$ cat config.mk
export PLATFORM = sky130hd
export DESIGN_NAME = sparse_polynomial_value_slope_core
export DESIGN_NICKNAME = d
export VERILOG_FILES = /design/src/rtl/spvs_pkg.sv /design/src/rtl/sparse_polynomial_value_slope_core.sv /design/src/rtl/spvs_mul.sv
export SDC_FILE = /design/constraint.sdc
export NUM_CORES = 1
export LEC_CHECK = 0
export ABC_CLOCK_PERIOD_IN_PS = 6720
export BUFFER_PORTS_ARGS = -buffer_cell sky130_fd_sc_hd__buf_2
export CELL_PAD_IN_SITES_DETAIL_PLACEMENT = 0
export CELL_PAD_IN_SITES_GLOBAL_PLACEMENT = 2
export CORE_AREA = 5 5 367 369
export DETAILED_ROUTE_END_ITERATION = 8
export DIE_AREA = 0 0 372 374
export PLACE_DENSITY_LB_ADDON = 0.1
export SLEW_MARGIN = 0
export SYNTH_ARGS = -nofsm -noshare
export SYNTH_HDL_FRONTEND = slang
export SYNTH_HIERARCHICAL = 1
export SYNTH_SLANG_ARGS = --single-unit
export TNS_END_PERCENT = 50
$ cat constraint.sdc
create_clock -name clock -period 6.72 [get_ports clock]
set_input_delay 1.344 -clock clock [delete_from_list [all_inputs] [get_ports clock]]
set_output_delay 1.344 -clock clock [all_outputs]
set_load 0.02 [all_outputs]
$ cat src/rtl/spvs_pkg.sv
package spvs_pkg;

   localparam int WORD_W = 32;
   localparam int CNT_W = 5;
   localparam int EXP_W = 4;
   localparam int NUM_COEF = 4;
   localparam int CSR_IDX_W = 3;

   localparam int DEF_MAX_TERMS = 4;
   localparam int DEF_MAX_EXPONENT = 15;
   localparam int DEF_FRACTION_BITS = 16;

   localparam logic [CSR_IDX_W-1:0] REG_COEF_ZERO = 3'd0;
   localparam logic [CSR_IDX_W-1:0] REG_COEF_ONE = 3'd1;
   localparam logic [CSR_IDX_W-1:0] REG_COEF_TWO = 3'd2;
   localparam logic [CSR_IDX_W-1:0] REG_COEF_THREE = 3'd3;
   localparam logic [CSR_IDX_W-1:0] REG_EXPONENT_PACK = 3'd4;
   localparam logic [CSR_IDX_W-1:0] REG_TERM_COUNT = 3'd5;

   typedef struct packed {
      logic                     start;
      logic                     scale;
      logic signed [WORD_W-1:0] a;
      logic signed [WORD_W-1:0] b;
   } mul_req_type;

   typedef struct packed {
      logic                     done;
      logic                     sat;
      logic signed [WORD_W-1:0] prod;
   } mul_rsp_type;

endpackage

$ cat src/rtl/sparse_polynomial_value_slope_core.sv
// Work: per active, non-replaced term with exponent e, (e + 1 + 2*(e != 0)) serial
// multiplies; a replaced term is skipped without a multiply. The argument is then
// finished and the result presented.
// Throughput: one beat at a time, bound by the single bit-serial 32x32 multiplier.
// Reset: synchronous, active high; clears control state and all config registers to 0.
module sparse_polynomial_value_slope_core
   import spvs_pkg::*;
#(
   parameter int MAX_TERMS = DEF_MAX_TERMS,
   parameter int MAX_EXPONENT = DEF_MAX_EXPONENT,
   parameter int FRACTION_BITS = DEF_FRACTION_BITS
) (
   input  logic                     clock,
   input  logic                     reset,
   input  logic                     req_valid,
   output logic                     req_ready,
   input  logic signed [WORD_W-1:0] req_arg_x,
   output logic                     rsp_valid,
   input  logic                     rsp_ready,
   output logic signed [WORD_W-1:0] rsp_poly_value,
   output logic signed [WORD_W-1:0] rsp_poly_slope,
   output logic                     rsp_saturated,
   input  logic                     csr_wen,
   input  logic [CSR_IDX_W-1:0]     csr_index,
   input  logic [WORD_W-1:0]        csr_wdata
);

   localparam int SUM_W = WORD_W + 3;
   localparam logic signed [WORD_W-1:0] ONE = WORD_W'(64'sd1 <<< FRACTION_BITS);
   localparam logic [2:0] TERMS_CAP = 3'(MAX_TERMS);
   localparam logic [EXP_W-1:0] EXP_CAP = EXP_W'(MAX_EXPONENT);
   localparam logic signed [SUM_W-1:0] SMAX = SUM_W'(64'sd2147483647);
   localparam logic signed [SUM_W-1:0] SMIN = SUM_W'(-64'sd2147483648);

   typedef enum logic [1:0] {S_IDLE, S_TERM, S_MUL} state_type;
   typedef enum logic [1:0] {OP_POW, OP_VAL, OP_SLP, OP_SCL} op_type;

   state_type state_ff;
   op_type    op_ff;

   // config registers
   logic signed [WORD_W-1:0] coef_ff [NUM_COEF];
   logic [4*EXP_W-1:0]       exp_pack_ff;
   logic [2:0]               term_count_ff;

   // working registers
   logic signed [WORD_W-1:0] x_ff, pw_ff, pprev_ff;
   logic signed [SUM_W-1:0]  vsum_ff, ssum_ff;
   logic [2:0]               k_ff;
   logic [EXP_W-1:0]         i_ff;
   logic                     sat_ff;
   mul_req_type              mreq_ff;
   mul_rsp_type              mrsp;

   logic                     rsp_valid_ff, rsp_sat_ff;
   logic signed [WORD_W-1:0] rsp_value_ff, rsp_slope_ff;

   logic [2:0]               n_act;
   logic [EXP_W-1:0]         e_cur;
   logic [EXP_W-1:0]         i_next;
   logic                     replaced;
   logic                     v_hi, v_lo, s_hi, s_lo;
   logic signed [WORD_W-1:0] coef_cur;

   function automatic logic [EXP_W-1:0] term_exp(input logic [4*EXP_W-1:0] pack,
                                                 input logic [1:0] idx);
      logic [EXP_W-1:0] e;
      e = pack[EXP_W*idx +: EXP_W];
      return (e > EXP_CAP) ? EXP_CAP : e;
   endfunction

   // active term count, current exponent and coefficient, duplicate check against later terms, sum range flags
   always_comb begin
      n_act = (term_count_ff > TERMS_CAP) ? TERMS_CAP : term_count_ff;
      e_cur = term_exp(exp_pack_ff, k_ff[1:0]);
      coef_cur = coef_ff[k_ff[1:0]];
      i_next = i_ff + 1'b1;
      replaced = 1'b0;
      for (int j = 0; j < NUM_COEF; j++) begin
         if (3'(j) > k_ff && 3'(j) < n_act && term_exp(exp_pack_ff, 2'(j)) == e_cur) begin
            replaced = 1'b1;
         end
      end
      v_hi = vsum_ff > SMAX;
      v_lo = vsum_ff < SMIN;
      s_hi = ssum_ff > SMAX;
      s_lo = ssum_ff < SMIN;
   end

   spvs_mul #(
      .FRACTION_BITS(FRACTION_BITS)
   ) u_mul (
      .clock(clock),
      .reset(reset),
      .req  (mreq_ff),
      .rsp  (mrsp)
   );

   // config writes; unknown indexes drop
   always_ff @(posedge clock) begin
      if (reset) begin
         for (int c = 0; c < NUM_COEF; c++) begin
            coef_ff[c] <= '0;
         end
         exp_pack_ff <= '0;
         term_count_ff <= '0;
      end else if (csr_wen) begin
         case (csr_index)
            REG_COEF_ZERO, REG_COEF_ONE, REG_COEF_TWO, REG_COEF_THREE: begin
               coef_ff[csr_index[1:0]] <= csr_wdata;
            end
            REG_EXPONENT_PACK: exp_pack_ff <= csr_wdata[4*EXP_W-1:0];
            REG_TERM_COUNT: term_count_ff <= csr_wdata[2:0];
            default: ;
         endcase
      end
   end

   // sequencer: walk terms, issue multiplies, accumulate, present result
   always_ff @(posedge clock) begin
      if (reset) begin
         state_ff <= S_IDLE;
         op_ff <= OP_POW;
         rsp_valid_ff <= 1'b0;
         mreq_ff.start <= 1'b0;
         k_ff <= '0;
         i_ff <= '0;
      end else begin
         mreq_ff.start <= 1'b0;
         if (rsp_valid_ff && rsp_ready) begin
            rsp_valid_ff <= 1'b0;
         end
         case (state_ff)
            S_IDLE: begin
               if (req_valid) begin
                  x_ff <= req_arg_x;
                  k_ff <= '0;
                  vsum_ff <= '0;
                  ssum_ff <= '0;
                  sat_ff <= 1'b0;
                  state_ff <= S_TERM;
               end
            end
            S_TERM: begin
               if (k_ff >= n_act) begin
                  // hold until the output register is free
                  if (!rsp_valid_ff || rsp_ready) begin
                     rsp_value_ff <= v_hi ? 32'sh7fffffff :
                                     v_lo ? 32'sh80000000 : vsum_ff[WORD_W-1:0];
                     rsp_slope_ff <= s_hi ? 32'sh7fffffff :
                                     s_lo ? 32'sh80000000 : ssum_ff[WORD_W-1:0];
                     rsp_sat_ff <= sat_ff | v_hi | v_lo | s_hi | s_lo;
                     rsp_valid_ff <= 1'b1;
                     state_ff <= S_IDLE;
                  end
               end else if (replaced) begin
                  k_ff <= k_ff + 1'b1;
               end else begin
                  pw_ff <= ONE;
                  pprev_ff <= ONE;
                  i_ff <= '0;
                  mreq_ff.start <= 1'b1;
                  mreq_ff.scale <= 1'b0;
                  if (e_cur != '0) begin
                     op_ff <= OP_POW;
                     mreq_ff.a <= ONE;
                     mreq_ff.b <= x_ff;
                  end else begin
                     op_ff <= OP_VAL;
                     mreq_ff.a <= coef_cur;
                     mreq_ff.b <= ONE;
                  end
                  state_ff <= S_MUL;
               end
            end
            S_MUL: begin
               if (mrsp.done) begin
                  sat_ff <= sat_ff | mrsp.sat;
                  case (op_ff)
                     OP_POW: begin
                        pprev_ff <= pw_ff;
                        pw_ff <= mrsp.prod;
                        i_ff <= i_next;
                        mreq_ff.start <= 1'b1;
                        mreq_ff.scale <= 1'b0;
                        if (i_next == e_cur) begin
                           op_ff <= OP_VAL;
                           mreq_ff.a <= coef_cur;
                           mreq_ff.b <= mrsp.prod;
                        end else begin
                           mreq_ff.a <= mrsp.prod;
                           mreq_ff.b <= x_ff;
                        end
                     end
                     OP_VAL: begin
                        vsum_ff <= vsum_ff + SUM_W'(mrsp.prod);
                        if (e_cur != '0) begin
                           op_ff <= OP_SLP;
                           mreq_ff.start <= 1'b1;
                           mreq_ff.scale <= 1'b0;
                           mreq_ff.a <= coef_cur;
                           mreq_ff.b <= pprev_ff;
                        end else begin
                           k_ff <= k_ff + 1'b1;
                           state_ff <= S_TERM;
                        end
                     end
                     OP_SLP: begin
                        // scale by the integer exponent, no fraction shift
                        op_ff <= OP_SCL;
                        mreq_ff.start <= 1'b1;
                        mreq_ff.scale <= 1'b1;
                        mreq_ff.a <= mrsp.prod;
                        mreq_ff.b <= WORD_W'(e_cur);
                     end
                     OP_SCL: begin
                        ssum_ff <= ssum_ff + SUM_W'(mrsp.prod);
                        k_ff <= k_ff + 1'b1;
                        state_ff <= S_TERM;
                     end
                     default: ;
                  endcase
               end
            end
            default: state_ff <= S_IDLE;
         endcase
      end
   end

   assign req_ready = (state_ff == S_IDLE);
   assign rsp_valid = rsp_valid_ff;
   assign rsp_poly_value = rsp_value_ff;
   assign rsp_poly_slope = rsp_slope_ff;
   assign rsp_saturated = rsp_sat_ff;

   a_k_range: assert property (@(posedge clock) disable iff (reset)
      k_ff <= TERMS_CAP) else $error("term index out of range");
   a_done_in_mul: assert property (@(posedge clock) disable iff (reset)
      mrsp.done |-> state_ff == S_MUL) else $error("multiply done outside wait");
   a_pow_range: assert property (@(posedge clock) disable iff (reset)
      i_ff <= EXP_CAP) else $error("power count out of range");
   a_start_source: assert property (@(posedge clock) disable iff (reset)
      mreq_ff.start |-> $past(state_ff) == S_TERM || $past(state_ff) == S_MUL)
      else $error("multiply issued from idle");

endmodule

$ cat src/rtl/spvs_mul.sv
module spvs_mul
   import spvs_pkg::*;
#(
   parameter int FRACTION_BITS = DEF_FRACTION_BITS
) (
   input  logic        clock,
   input  logic        reset,
   input  mul_req_type req,
   output mul_rsp_type rsp
);

   localparam logic signed [2*WORD_W-1:0] RND = 64'sd1 <<< (FRACTION_BITS - 1);
   localparam logic signed [2*WORD_W-1:0] MAXV = 64'sd2147483647;
   localparam logic signed [2*WORD_W-1:0] MINV = -64'sd2147483648;
   localparam logic [CNT_W-1:0] LAST = CNT_W'(WORD_W - 1);

   logic                     busy_ff, fin_ff, scale_ff, done_ff, sat_ff;
   logic [CNT_W-1:0]         cnt_ff;
   logic signed [WORD_W:0]   hi_ff;
   logic [WORD_W-1:0]        lo_ff;
   logic signed [WORD_W-1:0] a_ff, prod_ff;

   logic signed [WORD_W+1:0]   addend, sum_in;
   logic signed [2*WORD_W-1:0] full, rounded, pick;

   // one multiplier bit per cycle; the sign bit carries negative weight; the product is rounded unless scaling
   always_comb begin
      if (!lo_ff[0]) begin
         addend = '0;
      end else if (cnt_ff == LAST) begin
         addend = -(WORD_W+2)'(a_ff);
      end else begin
         addend = (WORD_W+2)'(a_ff);
      end
      sum_in = (WORD_W+2)'(hi_ff) + addend;
      full = {hi_ff[WORD_W-1:0], lo_ff};
      rounded = (full + RND) >>> FRACTION_BITS;
      pick = scale_ff ? full : rounded;
   end

   always_ff @(posedge clock) begin
      if (reset) begin
         busy_ff <= 1'b0;
         fin_ff <= 1'b0;
         done_ff <= 1'b0;
         cnt_ff <= '0;
      end else begin
         done_ff <= 1'b0;
         if (req.start) begin
            busy_ff <= 1'b1;
            cnt_ff <= '0;
            hi_ff <= '0;
            lo_ff <= req.b;
            a_ff <= req.a;
            scale_ff <= req.scale;
         end else if (busy_ff) begin
            hi_ff <= sum_in[WORD_W+1:1];
            lo_ff <= {sum_in[0], lo_ff[WORD_W-1:1]};
            cnt_ff <= cnt_ff + 1'b1;
            if (cnt_ff == LAST) begin
               busy_ff <= 1'b0;
               fin_ff <= 1'b1;
            end
         end else if (fin_ff) begin
            fin_ff <= 1'b0;
            done_ff <= 1'b1;
            if (pick > MAXV) begin
               prod_ff <= 32'sh7fffffff;
               sat_ff <= 1'b1;
            end else if (pick < MINV) begin
               prod_ff <= 32'sh80000000;
               sat_ff <= 1'b1;
            end else begin
               prod_ff <= pick[WORD_W-1:0];
               sat_ff <= 1'b0;
            end
         end
      end
   end

   assign rsp.done = done_ff;
   assign rsp.sat = sat_ff;
   assign rsp.prod = prod_ff;

   a_fin_once: assert property (@(posedge clock) disable iff (reset)
      fin_ff |-> !busy_ff) else $error("finish overlaps iteration");
   a_done_after_fin: assert property (@(posedge clock) disable iff (reset)
      done_ff |-> $past(fin_ff)) else $error("done without finish");
   a_start_idle: assert property (@(posedge clock) disable iff (reset)
      req.start |-> !busy_ff && !fin_ff) else $error("start while busy");

endmodule

## Word-level counts from Yosys, hierarchy flattened

Memory sizes are Yosys's and may differ from the RTL's. A register that Yosys moved wholly into a read port is not among the register bits.
Cells that the tools add are included.

- Add/subtract/negate cells: 8
- Magnitude comparators: 21
- Equal/unequal tests: 32
- Shift-type cells: 1
- Mux-type cells: 95
- Bitwise gates (word level): 8
- Reductions and logical operators: 40

Operators by type and width:

| kind | count |
|---|---|
| 32-bit 2-to-1 mux | 12 |
| 66-bit 2-to-1 mux | 4 |
| 66-bit case mux with 3 select lines | 1 |
| 64-bit 2-to-1 mux | 3 |
| 35-bit 2-to-1 mux | 5 |
| 35-bit case mux with 2 select lines | 2 |
| 66-bit case mux with 2 select lines | 1 |
| 32-bit case mux with 2 select lines | 2 |
| 35-bit by 32-bit adder with 35-bit output | 2 |
| 35-bit by 32-bit > comparator with 1-bit output (second input constant) | 2 |
| 35-bit by 32-bit less-than comparator with 1-bit output (second input constant) | 2 |
| 34-bit 2-to-1 mux | 2 |
| 64-bit by 17-bit adder with 64-bit output (second input constant) | 1 |
| 64-bit by 32-bit > comparator with 1-bit output (second input constant) | 1 |
| 64-bit by 32-bit less-than comparator with 1-bit output (second input constant) | 1 |
| 4-bit 2-to-1 mux | 9 |
| 33-bit by 34-bit adder with 34-bit output | 1 |
| 32-bit negator with 34-bit output | 1 |
| 33-bit 2-to-1 mux | 1 |
| 32-bit OR reduction | 1 |
| 2-bit 2-to-1 mux | 14 |
| 1-bit 2-to-1 mux | 25 |
| 7-bit AND reduction | 3 |
| 4-bit equality test | 5 |
| 47 further kinds | 104 |

- Flip-flop bits (word level): 468
- Bits in writable memories: 128
- Input port bits: 72
- Output and inout bits: 67
- Logic and storage cells: 236
- Memories: 1

Memories:

| memory | words | bits a word | rd ports | clocked after Yosys merged registers in | write ports | line | text |
|---|---|---|---|---|---|---|---|
| coef_ff | 4 | 32 | 1 | 1 | 4 | sparse_polynomial_value_slope_core.sv:42 | `logic signed [WORD_W-1:0] coef_ff [NUM_COEF];` |

## Longest topological paths before layout

- Depth after elaboration: 14
- Mapped depth: 19
- Gate-level depth less buffers: 19

## By module

The synthesis kept the hierarchy.

By module, submodules not included:

| module | times used | cells each | area each (µm²) | seq. area each (µm²) |
|---|---|---|---|---|
| sparse_polynomial_value_slope_core | 1 | 1895 | 22912.0 | 13442.9 |
| spvs_mul | 1 | 949 | 9653.0 | 4093.9 |

## Worst setup path after synthesis

No wires, ideal clock.

- Kind: register -> register
- Start point: register k_ff[0]
- End point: register pprev_ff[0], enable pin
- Setup time: 0.507 ns
- Arrival time: 5.297 ns
- Required time: 6.213 ns
- Slack: 0.916 ns
- Stages on the path, launching flop included: 9
- Path buffers: 1
- Period minus slack after synthesis: 5.804 ns
- Cells stage by stage: dfxtp_1 -> buf_2 -> mux2i_1 -> mux2i_1 -> nor4_1 -> o21ai_0 -> a31oi_1 -> or3_1 -> a21oi_1

- Cells in the longest elaborated chain, start to end: 11
- Elaborated cells on any way between the ends: 27
- Classes of those cells: 6 x order compare; 6 x eq/ne; 1 x shift; 5 x mux; 9 x reduce/logical

Ends and longest elaborated chain:

| item | line | text |
|---|---|---|
| start: declaration | sparse_polynomial_value_slope_core.sv:49 | `logic [2:0] k_ff;` |
| start signal: assignment | sparse_polynomial_value_slope_core.sv:157 | `k_ff <= k_ff + 1'b1;` |
| start signal: assignment | sparse_polynomial_value_slope_core.sv:204 | `k_ff <= k_ff + 1'b1;` |
| start signal: assignment | sparse_polynomial_value_slope_core.sv:218 | `k_ff <= k_ff + 1'b1;` |
| 16-bit by 5-bit indexed part select with 4-bit output | sparse_polynomial_value_slope_core.sv:68 | `e = pack[EXP_W*idx +: EXP_W];` |
| 4-bit > comparator | sparse_polynomial_value_slope_core.sv:69 | `return (e > EXP_CAP) ? EXP_CAP : e;` |
| 4-bit 2-to-1 mux | sparse_polynomial_value_slope_core.sv:69 |  |
| 4-bit equality test | sparse_polynomial_value_slope_core.sv:80 | `if (3'(j) > k_ff && 3'(j) < n_act && term_exp(exp_pack_ff, 2'(j)) == e_cur) begin` |
| 1-bit logical AND | sparse_polynomial_value_slope_core.sv:80 |  |
| 1-bit 2-to-1 mux (4 in series) | sparse_polynomial_value_slope_core.sv:80 |  |
| 2-bit != test (no source line) | -- |  |
| 6-bit AND reduction (no source line) * | -- |  |
| end signal: assignment | sparse_polynomial_value_slope_core.sv:181 | `pprev_ff <= pw_ff;` |
| end: declaration | sparse_polynomial_value_slope_core.sv:47 | `logic signed [WORD_W-1:0] x_ff, pw_ff, pprev_ff;` |

Mark *: on every way between the ends. The rest lies on a longest branch, timed or not.
A chain may end at the register's enable or synchronous reset.

## Final worst setup path

- Start point: register u_mul.a_ff[9]
- End point: register u_mul.hi_ff[32] (data pin)

- Cells in the longest elaborated chain, start to end: 5

Ends and longest elaborated chain:

| item | line | text |
|---|---|---|
| start: declaration | spvs_mul.sv:21 | `logic signed [WORD_W-1:0] a_ff, prod_ff;` |
| start signal: assignment | spvs_mul.sv:54 | `a_ff <= req.a;` |
| 32-bit negator with 34-bit output | spvs_mul.sv:31 | `addend = -(WORD_W+2)'(a_ff);` |
| 34-bit 2-to-1 mux * | spvs_mul.sv:30 | `end else if (cnt_ff == LAST) begin` |
| 34-bit 2-to-1 mux * | spvs_mul.sv:28 | `if (!lo_ff[0]) begin` |
| 33-bit by 34-bit adder with 34-bit output * | spvs_mul.sv:35 | `sum_in = (WORD_W+2)'(hi_ff) + addend;` |
| 33-bit 2-to-1 mux * | spvs_mul.sv:56 | `end else if (busy_ff) begin` |
| end signal: assignment | spvs_mul.sv:57 | `hi_ff <= sum_in[WORD_W+1:1];` |
| end: declaration | spvs_mul.sv:19 | `logic signed [WORD_W:0] hi_ff;` |

Mark *: on every way between the ends. The rest lies on a longest branch, timed or not. The select of a mux whose other input is x is not followed.

==> impl_metrics.json <==
{
  "crit_fanout": 6,
  "max_freq_mhz": 194,
  "cp-end-kind": "flop",
  "maxCapViolCount": 0,
  "yosysUniqueCellTypes": 89,
  "hold_ws_ps": 413,
  "power.leakage_nw": 13.5,
  "cts_tree": "built",
  "first_pass_iters": 9,
  "drtIter0Drc": 1874,
  "stdcell_area_um2": 37900,
  "gr-total-overflow": 0,
  "drt-total-wl_um": 111000,
  "min_path_type": "flop to flop",
  "dp_hpwl_um": 75800,
  "crit_type": "flop to flop",
  "core_um2": 131000,
  "yosysSeqAreaShare_pct": 53.9,
  "htree_levels": 3,
  "synth-main-ff-cell": "edfxtp_1",
  "routedWlPerCell_um": 23.1,
  "synth-seq-cells": 598,
  "die_x_um": 372,
  "syn-num-nets": 3039,
  "async_flop_share_pct": 0,
  "syn_area_um2": 32600,
  "vdd_drop_max_v": 0.000160,
  "cts_max_path_buffers": 3,
  "drc_errors": 0,
  "yosys_warnings": 6,
  "setup_viol": 0,
  "antenna_left": 0,
  "final_nets": 3168,
  "worstSetupStartpointType": "flop",
  "grt_pass1_vias": 23700,
  "fp-row-count": 133,
  "areaGrowthSynthToFinish_pct": 16.5,
  "period_share_pct": 76.7,
  "ios": 139,
  "fp.dieArea_um2": 139000,
  "final_common_cell": "edfxtp_1",
  "cp.arrival_ps": 5540,
  "postCtsSetupBuffers": 0,
  "slew_headroom_pct": 25.4,
  "die_height_um": 374,
  "clkSinkCount": 598,
  "final.setup_skew_ps": 39.1,
  "clk_latency_ps": 690,
  "num_vias": 23300,
  "rsz0062_at_grt": "false",
  "slew_viol_final": 0,
  "drive_above_1_share_pct": 16.7,
  "placed_area_um2": 35400,
  "clk_pin_slew_worst_paths_ps": 60,
  "hold_violations": 0,
  "antenna_found_initial": 17,
  "final_cell_mix": "556 x edfxtp_1, 303 x nor2_1, 206 x nand2_1",
  "ctsResizeCount": 0,
  "start_util_pct": 24.9,
  "vias_per_cell": 4.86,
  "io_buffers": 138,
  "tritoncts.num_buffers": 80,
  "power-per-cell-area_nw_per_um2": 318,
  "period_needed_ps": 5150,
  "worstPathRequired_ps": 7110,
  "fin_setup_tns_ps": 0,
  "grt_start_max_net_pins": 90,
  "cts_root_buf": "clkbuf_16",
  "synth-edff-count": 556,
  "outcome": "completed",
  "synthCells": 2844,
  "tightest_slew_ps": 1120,
  "grt.total_usage_pct": 15.6,
  "grt_pass1_wl_um": 162000,
  "place_congestion": 0.786,
  "syn_area_per_cell_um2": 11.5,
  "cts_hold_buf": 0
}
==> final timing paths <==
kind / end / cells past startpoint / slack (ps) / from
min: u_mul/a_ff[0]$_DFFE_PP_ / 0 / 410 / mreq_ff[32]$_DFFE_PP_
min reg2reg: u_mul/a_ff[0]$_DFFE_PP_ / 0 / 410 / mreq_ff[32]$_DFFE_PP_
max reg2reg: u_mul/hi_ff[32]$_SDFFCE_PP0P_ / 17 / 1570 / u_mul/a_ff[9]$_DFFE_PP_
max: u_mul/hi_ff[32]$_SDFFCE_PP0P_ / 17 / 1570 / u_mul/a_ff[9]$_DFFE_PP_
==> synthesized netlist by cell type, drive strengths merged, types with 13 or more instances <==
cell type  number  share of area, %
and4           13              0.35
a222oi         57               1.8
mux4           36               2.5
nand2b         29              0.56
and2          103               2.0
nand3          60              0.92
edfxtp        556                51
nand4          38              0.80
dfxtp          42               2.6
ha            120               4.6
or4            16              0.40
o211ai         14              0.32
inv           108               1.2
nor2b          32              0.61
a31oi          19              0.38
buf            41              0.75
mux2i          19              0.58
xor2           58               1.6
nand2         206               2.4
mux2           73               2.5
o21ai         134               2.4
a21o           53               1.2
nor4           27              0.68
and3           21              0.40
clkbuf        107               1.2
nor2          311               3.6
or3            25              0.50
o31ai          18              0.51
o21a           87               2.0
a21oi         131               2.0
nor3           37              0.57
a211oi         19              0.44
xnor2          98               2.6
==> power by group <==
group,switching (mW),internal [mW],total (mW)
logic,1.79,1.01,2.81
clock network,1.76,2.44,4.20
registers,0.255,4.80,5.06
total,3.81,8.25,12.1
==> area by class of cell <==
class	count	area (um2)
antenna	3	7.51
timing repair buffer	195	1120
fill	13600	92900
sequential	598	17500
multi-input combinational	1989	14100
clock buffer	99	2150
inverter	109	409
tap	1755	2200
clock inverter	47	424
==> worst max-delay path, cell delays in order (launching register included) <==
cell      delay [ps]
edfxtp_1         400
or3_1            450
or4_4            450
or3_1            380
or2_1            310
or3_1            420
o31ai_2          220
xnor2_1           80
and2_1           160
ha_1             340
a21oi_1          180
nor2b_1           70
or2_2            310
or3_1            360
nor3_1           340
o31ai_1          160
xnor2_1          180
nor2_1            50
==> through the flow <==
| step | util, % | std cells | power, mW | setup slack, ps |
|---|---|---|---|---|
| after floorplan | - | 2844 | 7.05 | 916 |
| after global placement | 27.0 | 4646 | 7.99 | 1640 |
| after detailed placement | 27.0 | 4646 | 8.00 | 1630 |
| after CTS | 29.0 | 4792 | 12.3 | 1590 |
| after global routing | 29.0 | 4792 | 12.8 | 1380 |
| final | 29.0 | 4795 | 12.1 | 1570 |
==> state kept, by name, summed over array words and instances (netlist names), 33 cells and up, named ones only <==
register	cells
vsum_ff	35
u_mul/hi_ff	33
coef_ff	128
mreq_ff	66
ssum_ff	35
==> cells by family after synthesis <==
logic type	after synthesis	synth area share (%)
simple gates	947	14.4
flops	598	53.9
mux	128	5.61
compound gates	635	13.9
fa+ha+maj	123	4.80
buf+inv	257	3.24
xor+xnor	156	4.20
==> routing by layer <==
metal  vias to the layer above  track usage (%)  share of wire (%)
li1                      11000                -                  -
met1                     11700             22.1                 48
met2                       545             24.9                 45
met3                       117             2.78                5.2
met4                         0             3.77                1.7
met5                         -                0                  0
No activity file was read; power rests on OpenSTA's default activity.
